`src/sbbtg_pkg.sv`:
```
// Shared constants, register codes and types for the smoothed bang-bang tilt guard.
// Used by the register file, the decision logic, the top level and the checker.
package sbbtg_pkg;

  // Field and datapath widths.
  localparam int SAMPLE_W = 16;
  localparam int WEIGHT_W = 16;
  localparam int LIMIT_W  = 15;
  localparam int PROD_W   = 32;
  localparam int NUM_TAPS_MAX = 5;
  localparam int SUM_W    = PROD_W + $clog2(NUM_TAPS_MAX);
  localparam int FRAC_SHIFT = 15;
  localparam int SMOOTH_W = SUM_W - FRAC_SHIFT;

  // Default tap count of the smoothing filter.
  localparam int WINDOW_DEFAULT = 5;

  // Configuration port.
  localparam int PADDR_W = 5;
  localparam int PDATA_W = 32;

  // Register reset values.
  localparam logic [WEIGHT_W-1:0] WEIGHT_RESET = 16'd6554;
  localparam logic [LIMIT_W-1:0]  TILT_RESET   = 15'd2048;
  localparam logic [LIMIT_W-1:0]  RATE_RESET   = 15'd38;
  localparam logic [LIMIT_W-1:0]  LEVEL_RESET  = 15'd128;

  // Register indexes, byte address is four times the index.
  typedef enum logic [2:0] {
    REG_WEIGHT_0     = 3'd0,
    REG_WEIGHT_1     = 3'd1,
    REG_WEIGHT_2     = 3'd2,
    REG_WEIGHT_3     = 3'd3,
    REG_WEIGHT_4     = 3'd4,
    REG_TILT_LIMIT   = 3'd5,
    REG_RATE_LIMIT   = 3'd6,
    REG_SIGNAL_LEVEL = 3'd7
  } reg_idx_t;

  // Configuration bundle handed from the register file to the datapath.
  typedef struct packed {
    logic [NUM_TAPS_MAX-1:0][WEIGHT_W-1:0] weight;
    logic [LIMIT_W-1:0] tilt_limit;
    logic [LIMIT_W-1:0] rate_limit;
    logic [LIMIT_W-1:0] signal_level;
  } cfg_t;

endpackage

```
`src/sbbtg_decide.sv`:
```
// Sums the registered tap products, forms the smoothed angle and rate, and picks the drive.
// Depends on sbbtg_pkg for widths and cfg_t.
module sbbtg_decide import sbbtg_pkg::*; #(
  parameter int WINDOW = WINDOW_DEFAULT
) (
  input  logic signed [PROD_W-1:0]   prod_new  [WINDOW],
  input  logic signed [PROD_W-1:0]   prod_prev [WINDOW],
  input  logic                       full,
  input  cfg_t                       cfg,
  output logic signed [SAMPLE_W-1:0] drive
);

  logic signed [SUM_W-1:0]    sum_new;
  logic signed [SUM_W-1:0]    sum_prev;
  logic signed [SMOOTH_W-1:0] s_new;
  logic signed [SMOOTH_W-1:0] s_prev;
  logic signed [SMOOTH_W:0]   angle;
  logic signed [SMOOTH_W:0]   rate;
  logic signed [SMOOTH_W:0]   tl;
  logic signed [SMOOTH_W:0]   rl;
  logic signed [SAMPLE_W-1:0] level;
  logic                       too_high;
  logic                       too_low;

  // Full-width sums over the taps of both positions.
  always_comb begin
    sum_new  = '0;
    sum_prev = '0;
    for (int j = 0; j < WINDOW; j++) begin
      sum_new  = sum_new  + SUM_W'(prod_new[j]);
      sum_prev = sum_prev + SUM_W'(prod_prev[j]);
    end
  end

  // Floor back to Q8.8 with an arithmetic shift, then difference for the rate.
  assign s_new  = SMOOTH_W'(sum_new  >>> FRAC_SHIFT);
  assign s_prev = SMOOTH_W'(sum_prev >>> FRAC_SHIFT);
  assign angle  = (SMOOTH_W + 1)'(s_new);
  assign rate   = (SMOOTH_W + 1)'(s_new) - (SMOOTH_W + 1)'(s_prev);
  assign tl     = $signed((SMOOTH_W + 1)'(cfg.tilt_limit));
  assign rl     = $signed((SMOOTH_W + 1)'(cfg.rate_limit));
  assign level  = $signed(SAMPLE_W'(cfg.signal_level));

  // Positive excursion wins when both sides trip.
  assign too_high = (angle > tl) || (rate > rl);
  assign too_low  = (angle < -tl) || (rate < -rl);

  always_comb begin
    if (!full) begin
      drive = '0;
    end else if (too_high) begin
      drive = -level;
    end else if (too_low) begin
      drive = level;
    end else begin
      drive = '0;
    end
  end

endmodule

```
`config.mk`:
```
export PLATFORM = sky130hd
export DESIGN_NAME = sbbtg_decide
export DESIGN_NICKNAME = d
export VERILOG_FILES = /design/src/sbbtg_pkg.sv /design/src/sbbtg_decide.sv
export SDC_FILE = /design/constraint.sdc
export NUM_CORES = 1
export LEC_CHECK = 0
export BUFFER_PORTS_ARGS = -buffer_cell sky130_fd_sc_hd__buf_2
export CORE_AREA = 5 5 179 181
export DETAILED_ROUTE_END_ITERATION = 10
export DIE_AREA = 0 0 184 186
export GPL_TIMING_DRIVEN = 0
export PLACE_DENSITY = 0.65
export SYNTH_ARGS = -nofsm -noshare
export SYNTH_HDL_FRONTEND = slang
export SYNTH_SLANG_ARGS = --single-unit
```
`constraint.sdc`:
```
create_clock -name vclk -period 14.03
set_input_delay 1.403 -clock vclk [all_inputs]
set_output_delay 1.403 -clock vclk [all_outputs]
set_load 0.005 [all_outputs]
```
# Yosys cells after proc, flatten, opt, wreduce, memory -nomap -nowiden
# Index checks and enable logic that the tools add are counted.
[word_totals] ff_bits=0 inputBits=446 out_inout_bits=16
[classes] n_addsub=12 order_cmp=4 muxes=3 reduce_logical=2
[op_table] operator="34-bit by 32-bit adder with 35-bit output" count=2
[op_table] operator="35-bit by 32-bit adder with 35-bit output" count=2
[op_table] operator="33-bit by 32-bit adder with 34-bit output" count=2
[op_table] operator="32-bit by 32-bit adder with 33-bit output" count=2
[op_table] operator="15-bit negator with 21-bit output" count=2
[op_table] operator="16-bit 2-to-1 mux" count=2
[op_table] operator="21-bit by 16-bit greater-than comparator with 1-bit output" count=1
[op_table] operator="20-bit by 21-bit < comparator with 1-bit output" count=1
[op_table] operator="21-bit < comparator" count=1
[op_table] operator="20-bit by 20-bit subtractor with 21-bit output" count=1
[op_table] operator="20-bit by 16-bit greater-than comparator with 1-bit output" count=1
[op_table] operator="15-bit negator with 16-bit output" count=1
[op_table] operator="15-bit 2-to-1 mux" count=1
[op_table] operator="1-bit logical OR" count=2

# Logic depth before layout (Yosys ltp)
[logic_depth] word_depth=10 depth_mapped=41 ltp_nobuf=40

# Worst setup path before layout
# Ideal clock, no wire load.
[synth_path] path_kind="in2out" start="input port prod_new[13] (netlist name)" end="output port drive[1]" arrival_time_ps=9573 required_ps=12627 path_slack_ps=3054 path_stages=38 cell_sequence="inv_1 -> fa_1 -> inv_1 -> fa_1 -> inv_1 -> fa_1 -> inv_1 -> ha_1 -> a211oi_1 -> o21ai_1 -> a211o_1 -> o31a_1 -> nor2_1 -> nor2b_1 -> nor2_1 -> nor2b_1 -> o21a_1 -> nor2_1 -> [... 2 more ...] -> a21o_1 -> a21oi_1 -> nand2_1 -> a31o_2 -> a31o_2 -> a21oi_1 -> xnor2_1 -> ha_1 -> nand2_1 -> or4_1 -> or2_2 -> a2111oi_0 -> a221o_1 -> o2111ai_2 -> o31a_1 -> and4bb_4 -> buf_6 -> a32o_1"
[synth_between] elab_chain_cells=7 word_cells_on_any_way=11 cone_classes="add/sub (2); order compare (4); mux (3); reduce/logical (2)"
[synth_rtl] element="start: declaration" line="sbbtg_decide.sv:6" text="input logic signed [PROD_W-1:0] prod_new [WINDOW],"
[synth_rtl] element="35-bit by 32-bit adder with 35-bit output *" line="sbbtg_decide.sv:30" text="sum_new = sum_new + SUM_W'(prod_new[j]);"
[synth_rtl] element="20-bit by 20-bit subtractor with 21-bit output" line="sbbtg_decide.sv:39" text="assign rate = (SMOOTH_W + 1)'(s_new) - (SMOOTH_W + 1)'(s_prev);"
[synth_rtl] element="21-bit < comparator" line="sbbtg_decide.sv:46" text="assign too_low = (angle < -tl) || (rate < -rl);"
[synth_rtl] element="1-bit logical OR" line="sbbtg_decide.sv:46"
[synth_rtl] element="15-bit 2-to-1 mux" line="sbbtg_decide.sv:53" text="end else if (too_low) begin"
[synth_rtl] element="16-bit 2-to-1 mux *" line="sbbtg_decide.sv:51" text="end else if (too_high) begin"
[synth_rtl] element="16-bit 2-to-1 mux *" line="sbbtg_decide.sv:49" text="if (!full) begin"
[synth_rtl] element="end: declaration" line="sbbtg_decide.sv:10" text="output logic signed [SAMPLE_W-1:0] drive"
# Every way passes the cells marked *; elsewhere a longest branch is shown, timed or not.

# Worst setup path after layout
[layout_path] start="input port prod_new[13] (netlist name)" end="output port drive[12]"
# The elaborated chain is that of the path after synthesis.

==> out/qor.csv <==
metric,value,unit
status,finished clean,
hold_depth,3,
cp.depth,40,
required,12.63,ns
synth-seq-area-share,0,%
start_util,37.9,%
fp.dieH,186,um
io_pins,462,
synth_top_family_by_area,adder cells,
grt_use_total,16.7,%
seq_area,0,sq um
grt_setup_unrepaired,no,
yosys.area_share.simple,14.1,%
drt_pass1_iterations,5,
grt_first_pass_wirelength,48500,um
syn_nets,2197,
synthCells,1406,
num_rows,64,
overflow,0,
vias_per_cell,4.85,
worst-path-buf-inv,8,
worstSetupStartpoint,prod_new[13],
wl_per_cell,13.7,um
drv_cap,0,
cp.arrival,10.91,ns
core_area,30300,sq um
seq_cells,0,
worst_setup_path_end_kind,output pin,
place_hpwl,28000,um
yosys_warnings,0,
cp_top_family,compound AO/OA/AOI/OAI gates,
fp.dieArea,34200,sq um
synth_area_per_cell,8.16,sq um
route.detailed.drc,0,
worstSetupPathType,input port to output pin,
grt_max_degree,11,
hold-path-endpoint,drive[2],
hp-class,input port to output pin,
nClkBuffers,0,
via_count,10600,
n_fill_cell,3032,
io_buffers,382,
fmax,0.0812,GHz
place.gp.congestion,0.890,
slew_violations,0,
fin_nets,2581,
synth-adder-area-share,50.6,%
drt_iter0_markers,373,
die_x,184,um
synthesis.area,11500,sq um
cts_hold_buf,0,
antenna_found_initial,8,
finalHoldViolCount,0,
tightest_slew,0.687,ns
grt_pass1_vias,10900,
syn_to_final_growth,21.1,%
cts_setup_buffers,0,
synthXorXnorAreaFrac,5.65,%
layout-drive-gt1-share,22.7,%
yosysUniqueCellTypes,71,
finalSetupViolCount,0,
synth_compound_gate_area_share,15.6,%
startpoint_type,input port,
cts-resized-gates,0,
max-slew-margin-rel,53.0,%
period_share,87.8,%
placedCellCount,2184,
finalWirelength,29900,um
finalCriticalPeriod,12.32,ns
ant_nets,0,
max_stage_delay,0.55,ns
hp-start,cfg[2],
crit_slowest_cell,or4_1,
setup_tns,0,ns
layoutNonFillerInstCount,2190,
muxShareOfSynthArea,0.174,%
crit_fanout,10,
cp_common_cell,inv_1,
-- per-layer routing --
layer | vias up | global-route usage (%) | part of all wire (%) | wire [um]
met3 | 22 | 1.58 | 6.0 | 1790
met4 | 4 | 2.34 | 1.2 | 354
met2 | 301 | 32.8 | 53 | 15900
li1 | 5322 | - | - | -
met1 | 4963 | 20.1 | 40 | 11800
met5 | - | 0 | 0.090 | 27
-- synth_stat cells, drive strengths merged, types with 17 or more instances --
cell type  instances  area (sq um)
a211o             21           184
a21o              37           278
a21oi             53           265
fa               195          3900
ha               150          1880
inv              411          1540
nand2             60           225
nand3             29           150
nand4             23           144
nor2              69           259
nor3              48           240
o21a              20           150
o21ai             34           170
xnor2             54           480
xor2              17           168
-- how the worst max path moves through the flow --
| stage | endpoint | slack, ns |
|---|---|---|
| final | drive[12] | 1.71 |
| after global routing | drive[12] | 1.04 |
| after global placement | drive[11] | 1.86 |
| after detailed placement | drive[12] | 1.74 |
| after floorplan | drive[1] | 3.05 |
| after CTS | drive[12] | 1.69 |
-- final cells by class --
class | instances | area, sq um | area share [%]
multi-input combinational | 985 | 9880 | 71.1
timing repair buffer | 382 | 1910 | 13.8
inverter | 411 | 1540 | 11.1
tap | 396 | 495 | 3.56
buffer | 10 | 51.3 | 0.369
antenna | 6 | 15.0 | 0.108
-- placed cells by master, fill, tap and decap left out, types with 5 or more instances in the layout --
master	synthesis	final
nor3_1	48	48
o21bai_1	5	5
and3_1	6	6
a211o_1	21	21
clkbuf_1	6	6
a2111oi_0	6	6
fa_1	195	195
nor2_1	69	69
nor3b_1	12	12
a211oi_1	13	13
nor2b_1	16	16
a21o_1	37	37
a21oi_1	53	53
a31oi_1	11	11
o31a_1	6	6
nand4_1	23	23
nand3_1	28	28
o21ai_0	33	33
diode_2	0	6
ha_1	150	150
inv_1	411	411
nand2b_1	13	13
or2_2	5	5
and2_1	5	5
nand2_1	60	60
xor2_1	16	16
o21a_1	20	20
nor4_1	8	8
buf_2	2	384
o211ai_1	8	8
xnor2_1	53	53
-- through the flow --
stage / hold WS [ns] / cell area (sq um) / utilization [%] / setup slack [ns]
2_1_floorplan: 2.89 / 11500 / - / 3.05
3_3_place_gp: 3.13 / 13900 / 45.9 / 1.86
3_5_place_dp: 3.14 / 13900 / 45.9 / 1.74
4_1_cts: 3.15 / 13900 / 45.9 / 1.69
5_1_grt: 3.16 / 13900 / 45.9 / 1.04
6_report: 3.14 / 13900 / 45.9 / 1.71
-- kinds of logic after synthesis --
kind of cell,after synthesis
simple gates,314
fa+ha+maj,348
compound gates,250
mux,2
xor+xnor,71
buf+inv,421
Power is left out: the tool's default activity adds up to more than one toggle a clock period on the data nets, which glitch-free logic cannot reach.
