### src/sbbtg_pkg.sv
// Shared constants, register codes and types for the smoothed bang-bang tilt guard.
// Used by the register file, the decision logic, the top level and the checker.
package sbbtg_pkg;

  // Field and datapath widths.
  localparam int SAMPLE_W = 16;
  localparam int WEIGHT_W = 16;
  localparam int LIMIT_W  = 15;
  localparam int PROD_W   = 32;
  localparam int NUM_TAPS_MAX = 5;
  localparam int SUM_W    = PROD_W + $clog2(NUM_TAPS_MAX);
  localparam int FRAC_SHIFT = 15;
  localparam int SMOOTH_W = SUM_W - FRAC_SHIFT;

  // Default tap count of the smoothing filter.
  localparam int WINDOW_DEFAULT = 5;

  // Configuration port.
  localparam int PADDR_W = 5;
  localparam int PDATA_W = 32;

  // Register reset values.
  localparam logic [WEIGHT_W-1:0] WEIGHT_RESET = 16'd6554;
  localparam logic [LIMIT_W-1:0]  TILT_RESET   = 15'd2048;
  localparam logic [LIMIT_W-1:0]  RATE_RESET   = 15'd38;
  localparam logic [LIMIT_W-1:0]  LEVEL_RESET  = 15'd128;

  // Register indexes, byte address is four times the index.
  typedef enum logic [2:0] {
    REG_WEIGHT_0     = 3'd0,
    REG_WEIGHT_1     = 3'd1,
    REG_WEIGHT_2     = 3'd2,
    REG_WEIGHT_3     = 3'd3,
    REG_WEIGHT_4     = 3'd4,
    REG_TILT_LIMIT   = 3'd5,
    REG_RATE_LIMIT   = 3'd6,
    REG_SIGNAL_LEVEL = 3'd7
  } reg_idx_t;

  // Configuration bundle handed from the register file to the datapath.
  typedef struct packed {
    logic [NUM_TAPS_MAX-1:0][WEIGHT_W-1:0] weight;
    logic [LIMIT_W-1:0] tilt_limit;
    logic [LIMIT_W-1:0] rate_limit;
    logic [LIMIT_W-1:0] signal_level;
  } cfg_t;

endpackage

### src/sbbtg_regs.sv
// APB-style configuration registers of the tilt guard.
// Depends on sbbtg_pkg for register codes, reset values and cfg_t.
module sbbtg_regs import sbbtg_pkg::*; (
  input  logic               clk,
  input  logic               rst,
  input  logic               psel,
  input  logic               penable,
  input  logic               pwrite,
  input  logic [PADDR_W-1:0] paddr,
  input  logic [PDATA_W-1:0] pwdata,
  output logic [PDATA_W-1:0] prdata,
  output logic               pready,
  output cfg_t               cfg
);

  reg_idx_t idx;
  logic     wr_en;

  assign idx    = reg_idx_t'(paddr[4:2]);
  assign wr_en  = psel && penable && pwrite && pready;
  assign pready = 1'b1;

  // Register writes; the low address bits are ignored.
  always_ff @(posedge clk) begin
    if (rst) begin
      for (int i = 0; i < NUM_TAPS_MAX; i++) begin
        cfg.weight[i] <= WEIGHT_RESET;
      end
      cfg.tilt_limit   <= TILT_RESET;
      cfg.rate_limit   <= RATE_RESET;
      cfg.signal_level <= LEVEL_RESET;
    end else if (wr_en) begin
      unique case (idx) inside
        REG_WEIGHT_0, REG_WEIGHT_1, REG_WEIGHT_2, REG_WEIGHT_3, REG_WEIGHT_4: begin
          cfg.weight[idx] <= pwdata[WEIGHT_W-1:0];
        end
        REG_TILT_LIMIT:   cfg.tilt_limit   <= pwdata[LIMIT_W-1:0];
        REG_RATE_LIMIT:   cfg.rate_limit   <= pwdata[LIMIT_W-1:0];
        REG_SIGNAL_LEVEL: cfg.signal_level <= pwdata[LIMIT_W-1:0];
      endcase
    end
  end

  // Read-back mux.
  always_comb begin
    unique case (idx) inside
      REG_WEIGHT_0, REG_WEIGHT_1, REG_WEIGHT_2, REG_WEIGHT_3, REG_WEIGHT_4: begin
        prdata = PDATA_W'(cfg.weight[idx]);
      end
      REG_TILT_LIMIT:   prdata = PDATA_W'(cfg.tilt_limit);
      REG_RATE_LIMIT:   prdata = PDATA_W'(cfg.rate_limit);
      REG_SIGNAL_LEVEL: prdata = PDATA_W'(cfg.signal_level);
    endcase
  end

endmodule

### config.mk
export PLATFORM = sky130hd
export DESIGN_NAME = sbbtg_regs
export DESIGN_NICKNAME = d
export VERILOG_FILES = /design/src/sbbtg_pkg.sv /design/src/sbbtg_regs.sv
export SDC_FILE = /design/constraint.sdc
export NUM_CORES = 1
export LEC_CHECK = 0
export BUFFER_PORTS_ARGS = -buffer_cell sky130_fd_sc_hd__clkbuf_2
export CAP_MARGIN = 15
export CORE_MARGIN = 2
export CORE_UTILIZATION = 52
export CTS_BUF_LIST = sky130_fd_sc_hd__clkbuf_4
export DETAILED_ROUTE_END_ITERATION = 7
export GPL_TIMING_DRIVEN = 0
export PLACE_DENSITY = 0.82
export SLEW_MARGIN = 20
export SYNTH_ARGS = -nofsm -noshare
export SYNTH_HDL_FRONTEND = slang
export SYNTH_SLANG_ARGS = --single-unit
### constraint.sdc
create_clock -name clk -period 1.95 [get_ports clk]
set_input_delay 0.2925 -clock clk [delete_from_list [all_inputs] [get_ports clk]]
set_output_delay 0.2925 -clock clk [all_outputs]
set_load 0.05 [all_outputs]
[After elaboration in Yosys (flattened, before gate mapping)]
Cells that the tools add are included.
Cells by class
  reduce and logical (&&, ||, !) cells: 9
  equality and inequality tests: 7
  $lt $le $gt $ge: 2
  mux-type cells: 6
Operators with widths (count)
  32-bit case mux with 4 select lines: 1
  80-bit bitwise mux: 1
  16-bit binary-select mux with 3-bit select: 1
  16-bit demux with 3-bit select: 1
  16-bit 2-to-1 mux: 2
  3-bit == test (second input constant): 4
  2-bit AND reduction: 4
  3-bit by 2-bit == test with 1-bit output (second input constant): 2
  5-bit OR reduction: 1
  3-bit by 4-bit less-than comparator with 1-bit output (second input constant): 1
  3-bit by 1-bit == test with 1-bit output (second input constant): 1
  3-bit by 1-bit >= comparator with 1-bit output (second input constant): 1
  1-bit logical AND: 3
  3-bit logical NOT: 1
Word-level totals
  output and inout port bits: 158
  flip-flop bits (word level): 125
  input bits: 42

[Logic depth before layout (Yosys ltp)]
  depth after elaboration: 5
  gate-level depth with buffers: 6
  depth with buffers taken out: 3

[Worst setup path after synthesis]
No wires, ideal clock.
  path kind: input port to output port
  start: input paddr[4]
  end: output prdata[12]
  path slack: 137 ps
  cell stages on the path: 4
  data arrival time: 1520 ps
  path through: buf_4 buf_4 mux4_2 mux2_2
Between the ends
  word-level cells in the longest chain between the ends: 3
Ends and longest elaborated chain
  from (decl): RTL line sbbtg_regs.sv:9  | input logic [PADDR_W-1:0] paddr,
  16-bit binary-select mux with 3-bit select (tied with other cells): RTL line sbbtg_regs.sv:48  | prdata = PDATA_W'(cfg.weight[idx]);
  16-bit 2-to-1 mux (implied by the code) / 5-bit OR reduction (equally long branches): RTL line sbbtg_regs.sv:48, sbbtg_regs.sv:46
  32-bit case mux with 4 select lines *: RTL line sbbtg_regs.sv:46  | unique case (idx) inside
  to (decl): RTL line sbbtg_regs.sv:11  | output logic [PDATA_W-1:0] prdata,
Mark *: on every way between the ends. The rest lies on a longest branch, timed or not. The select of a mux whose other input is x is not followed.

[Worst setup path after layout]
  start: register cfg[25] (netlist bit)
  end: output prdata[10]
Between the ends
  word-level cells in the longest chain between the ends: 1
Ends and longest elaborated chain
  from (decl): RTL line sbbtg_regs.sv:13  | output cfg_t cfg
  32-bit case mux with 4 select lines: RTL line sbbtg_regs.sv:46
Every way passes these cells. The select of a mux whose other input is x is not followed.

==> out/qor.txt <==
================================================================================
Reg-to-reg slack, setup                                                  0.93 ns
Psw                                                                      1.64 mW
Area Overhead vs Synth                                                     35.2%
Part of the total power dissipated in combinational logic                  14.7%
Cell variety after synth                                                      29
Run status                                                          complete, but fails checks
Fraction of power consumed by the clock network                            35.9%
Share of cells above drive strength 1                                      48.2%
Internal                                                                 3.60 mW
Fraction of registers with async set or reset after synthesis                 0%
Category of the critical setup timing path                          flip-flop to output port
Vias in the first global route                                              5944
Residual DRC                                                                   0
Die footprint                                                          12300 um2
Synth Cell Area                                                         5940 um2
Startpoint type of the worst setup path                                flip-flop
Core region area                                                       11300 um2
Yosys top cell area share                                                  42.1%
Class of the tightest hold or removal check                         input pin to flip-flop
Starting utilization of the core area                                      52.7%
Util after Layout                                                          71.3%
Total vias in the final route                                               6109
Critical Path RT                                                         1.66 ns
Startpoint of the lowest-slack hold path                              pwdata[14]
Register with the most flip-flops                                            cfg
Average via count per standard cell                                         6.02
Cell type contributing the most total cell area after synthesis          dfxtp_1
Avg WL per Cell                                                          21.7 um
Clock transition at the registers of the reported paths                  0.13 ns
Die boundary width                                                        111 um
Cell area after placement                                               7000 um2
DR pass1 iterations                                                            7
Setup repair after global routing missed its margin                         true
Max Cap Violations                                                             0
Switching portion of total power                                           31.3%
Clock sink count                                                             125
Primary FF master, synth                                                 dfxtp_1
Library cell with the highest instance count after synthesis             dfxtp_1
Final layout net count                                                       899
Hold Path Sink                                                      cfg[59]$_SDFFE_PP0P_
Post-detailed-routing wire length                                       22000 um
End of the worst register-to-register path                          cfg[25]$_SDFFE_PP0P_
Antenna-violating nets left                                                    0
Count of final hold-check violations                                           0
Standby leakage power                                                    3.66 nW
Count of warnings emitted by yosys                                             0
Number of synthesized flops with an enable pin                                 0
R2r startpoint                                                      cfg[25]$_SDFFE_PP0P_
Max-slew violation count                                                       0
Count of buffers from port buffering                                         163
Pwr per Cell Area                                                     651 nW/um2
Number of antenna violations at the first check in global routing              1
Share of the cycle needed by the critical path after routing                110%
Crit-path max FO                                                               2
Registers with the highest flip-flop counts                            cfg (125)
Largest register FFs                                                         125
Top-level I/O count                                                          200
Max clock buf depth                                                            2
Non-filler instance count after layout                                      1014
Floorplan row count                                                           39
Failing checks                                                      setup timing
Critical Path End Type                                               output port
Transition time at the pin with the least slew margin                   0.842 ns
Setup slack after layout                                               -0.191 ns
Total track usage                                                          34.9%
Number of instances in the synthesized netlist                               605
H-tree lvl count                                                               4
Clock root buffer                                                       clkbuf_4
Cts bufs inserted                                                             17
Most instantiated cells after synthesis                             125 x dfxtp_1, 89 x o21ai_0, 65 x mux2i_1, 52 x nor2_1, 39 x nand2b_1
Number of placed cells counting well taps                                    926
Last weighted congestion value of the routability-driven placer            0.925
Worst slew margin                                                          43.6%
Cells on worst reg2reg path                                                    4
Largest net degree at the start of global routing                             17
Summed area of non-filler cells in the final layout                     8040 um2
First-pass GRT wire length                                              32700 um
Clock Latency Late Sink                                                  0.56 ns
Endpoint arrival time on the critical path                               1.85 ns
Peak supply drop                                                        0.317 mV
Overflow left after global routing                                             0
Dpl hpwl                                                                14700 um
Achievable Freq                                                        0.467 GHz
Mean Syn Cell Area                                                      9.83 um2
Y dimension of the die                                                    111 um
Cell count of the worst hold path                                              3
Min Tclk post-route                                                      2.14 ns
Setup Viol. Count Final                                                       15
Reg power frac                                                             49.4%
Leading post-synthesis cells by cell area                           dfxtp_1 42%, mux4_2 11%, mux2i_1 11%, o21ai_0 7.5%, nand2b_1 4.1%
First-iteration detailed-routing DRC count                                   833
TritonCTS clock tree                                                        done
#FFs+latches synth                                                           125
Final clock skew                                                            0 ns
Sequential fraction of the synthesis area                                  42.1%
================================================================================
-- layout by cell type, fill, tap and decap left out, types with 3 or more instances in the layout --
cell type  Yosys  layout
nand2b_1      39      39
nand2_1        3       3
mux4_2        30      30
mux2_4         0      12
mux2_2        15       3
dfxtp_2        0      77
dfxtp_1      125      46
buf_8          0      16
mux2i_1       65      65
inv_6          0       3
conb_1         2      17
clkinv_4       0       6
clkbuf_1      33      32
nand3_1       37      37
clkbuf_4       0      19
buf_4         21      76
nor2_1        52      52
nor2b_1       26      26
buf_2         12       9
clkbuf_2       0     147
a21oi_1       36      36
o21ai_0       89      89
buf_6          3       3
-- cells by family (layout without fill, tap and decap cells) --
family,count (synthesis),in the layout,share of synthesized area [%]
compound gates,126,126,10.7
buf+inv,69,319,6.31
flops,125,125,42.1
mux,110,110,25.2
other cells,2,18,0.126
simple gates,173,173,15.6
-- metrics by stage --
| stage | TNS [ns] | worst slack [ns] | power, mW | hold slack, ns |
|---|---|---|---|---|
| 3_3_place_gp | -4.67 | -0.325 | 3.31 | 0.473 |
| 6_report | -2.54 | -0.191 | 5.23 | 0.0231 |
| 4_1_cts | -2.43 | -0.183 | 5.15 | 0.0225 |
| 3_5_place_dp | -5.21 | -0.360 | 3.32 | 0.487 |
| 5_1_grt | -3.20 | -0.236 | 5.37 | 0.00592 |
| 2_1_floorplan | 0 | 0.137 | 3.12 | 0.440 |
-- power groups by stage --
stage / Clock [mW] / Sequential [mW] / Combinational, mW
final: 1.88 / 2.59 / 0.766
after detailed placement: 0 / 2.65 / 0.669
after global placement: 0 / 2.65 / 0.661
after floorplan: 0 / 2.71 / 0.417
after CTS: 1.84 / 2.59 / 0.719
after global routing: 1.99 / 2.59 / 0.790
-- layer usage --
| layer | track usage (%) | vias to the layer above | wire length [um] |
|---|---|---|---|
| met4 | 18.6 | 0 | 1160 |
| met5 | 0 | - | 0 |
| li1 | - | 2619 | - |
| met2 | 56.2 | 505 | 10200 |
| met3 | 8.47 | 116 | 2690 |
| met1 | 43.5 | 2869 | 7940 |
-- critical path: stages (launching register included) --
cell and delay, ns:
dfxtp_2 0.36, mux4_2 0.48, mux2_2 0.30, buf_8 0.15
-- worst max-delay path by stage --
stage,endpoint,slack [ns],start
after CTS,prdata[9],-0.18,cfg[86]$_SDFFE_PP0P_
after floorplan,prdata[12],0.14,paddr[4]
after detailed placement,prdata[14],-0.36,paddr[2]
final,prdata[10],-0.19,cfg[25]$_SDFFE_PP0P_
after global routing,prdata[10],-0.24,cfg[25]$_SDFFE_PP0P_
after global placement,prdata[14],-0.33,paddr[2]
-- final cells by class --
class | count | area [um2]
diodes | 1 | 2.50
plain buffers | 69 | 407
clock buffers | 17 | 128
clock inverters | 15 | 164
fillers | 820 | 3230
multi-input cells | 426 | 3170
flip-flops and latches | 125 | 2610
well taps | 143 | 179
repair buffers | 218 | 1380
-- repair_timing --
action                                  4_1_cts  5_1_grt
hold endpoints to repair                      0        1
buffers inserted                             37       17
hold buffers                                  0        1
endpoints found under the setup margin       16       16
resized for setup                           104       47
Power figures use the tool's default switching activity.
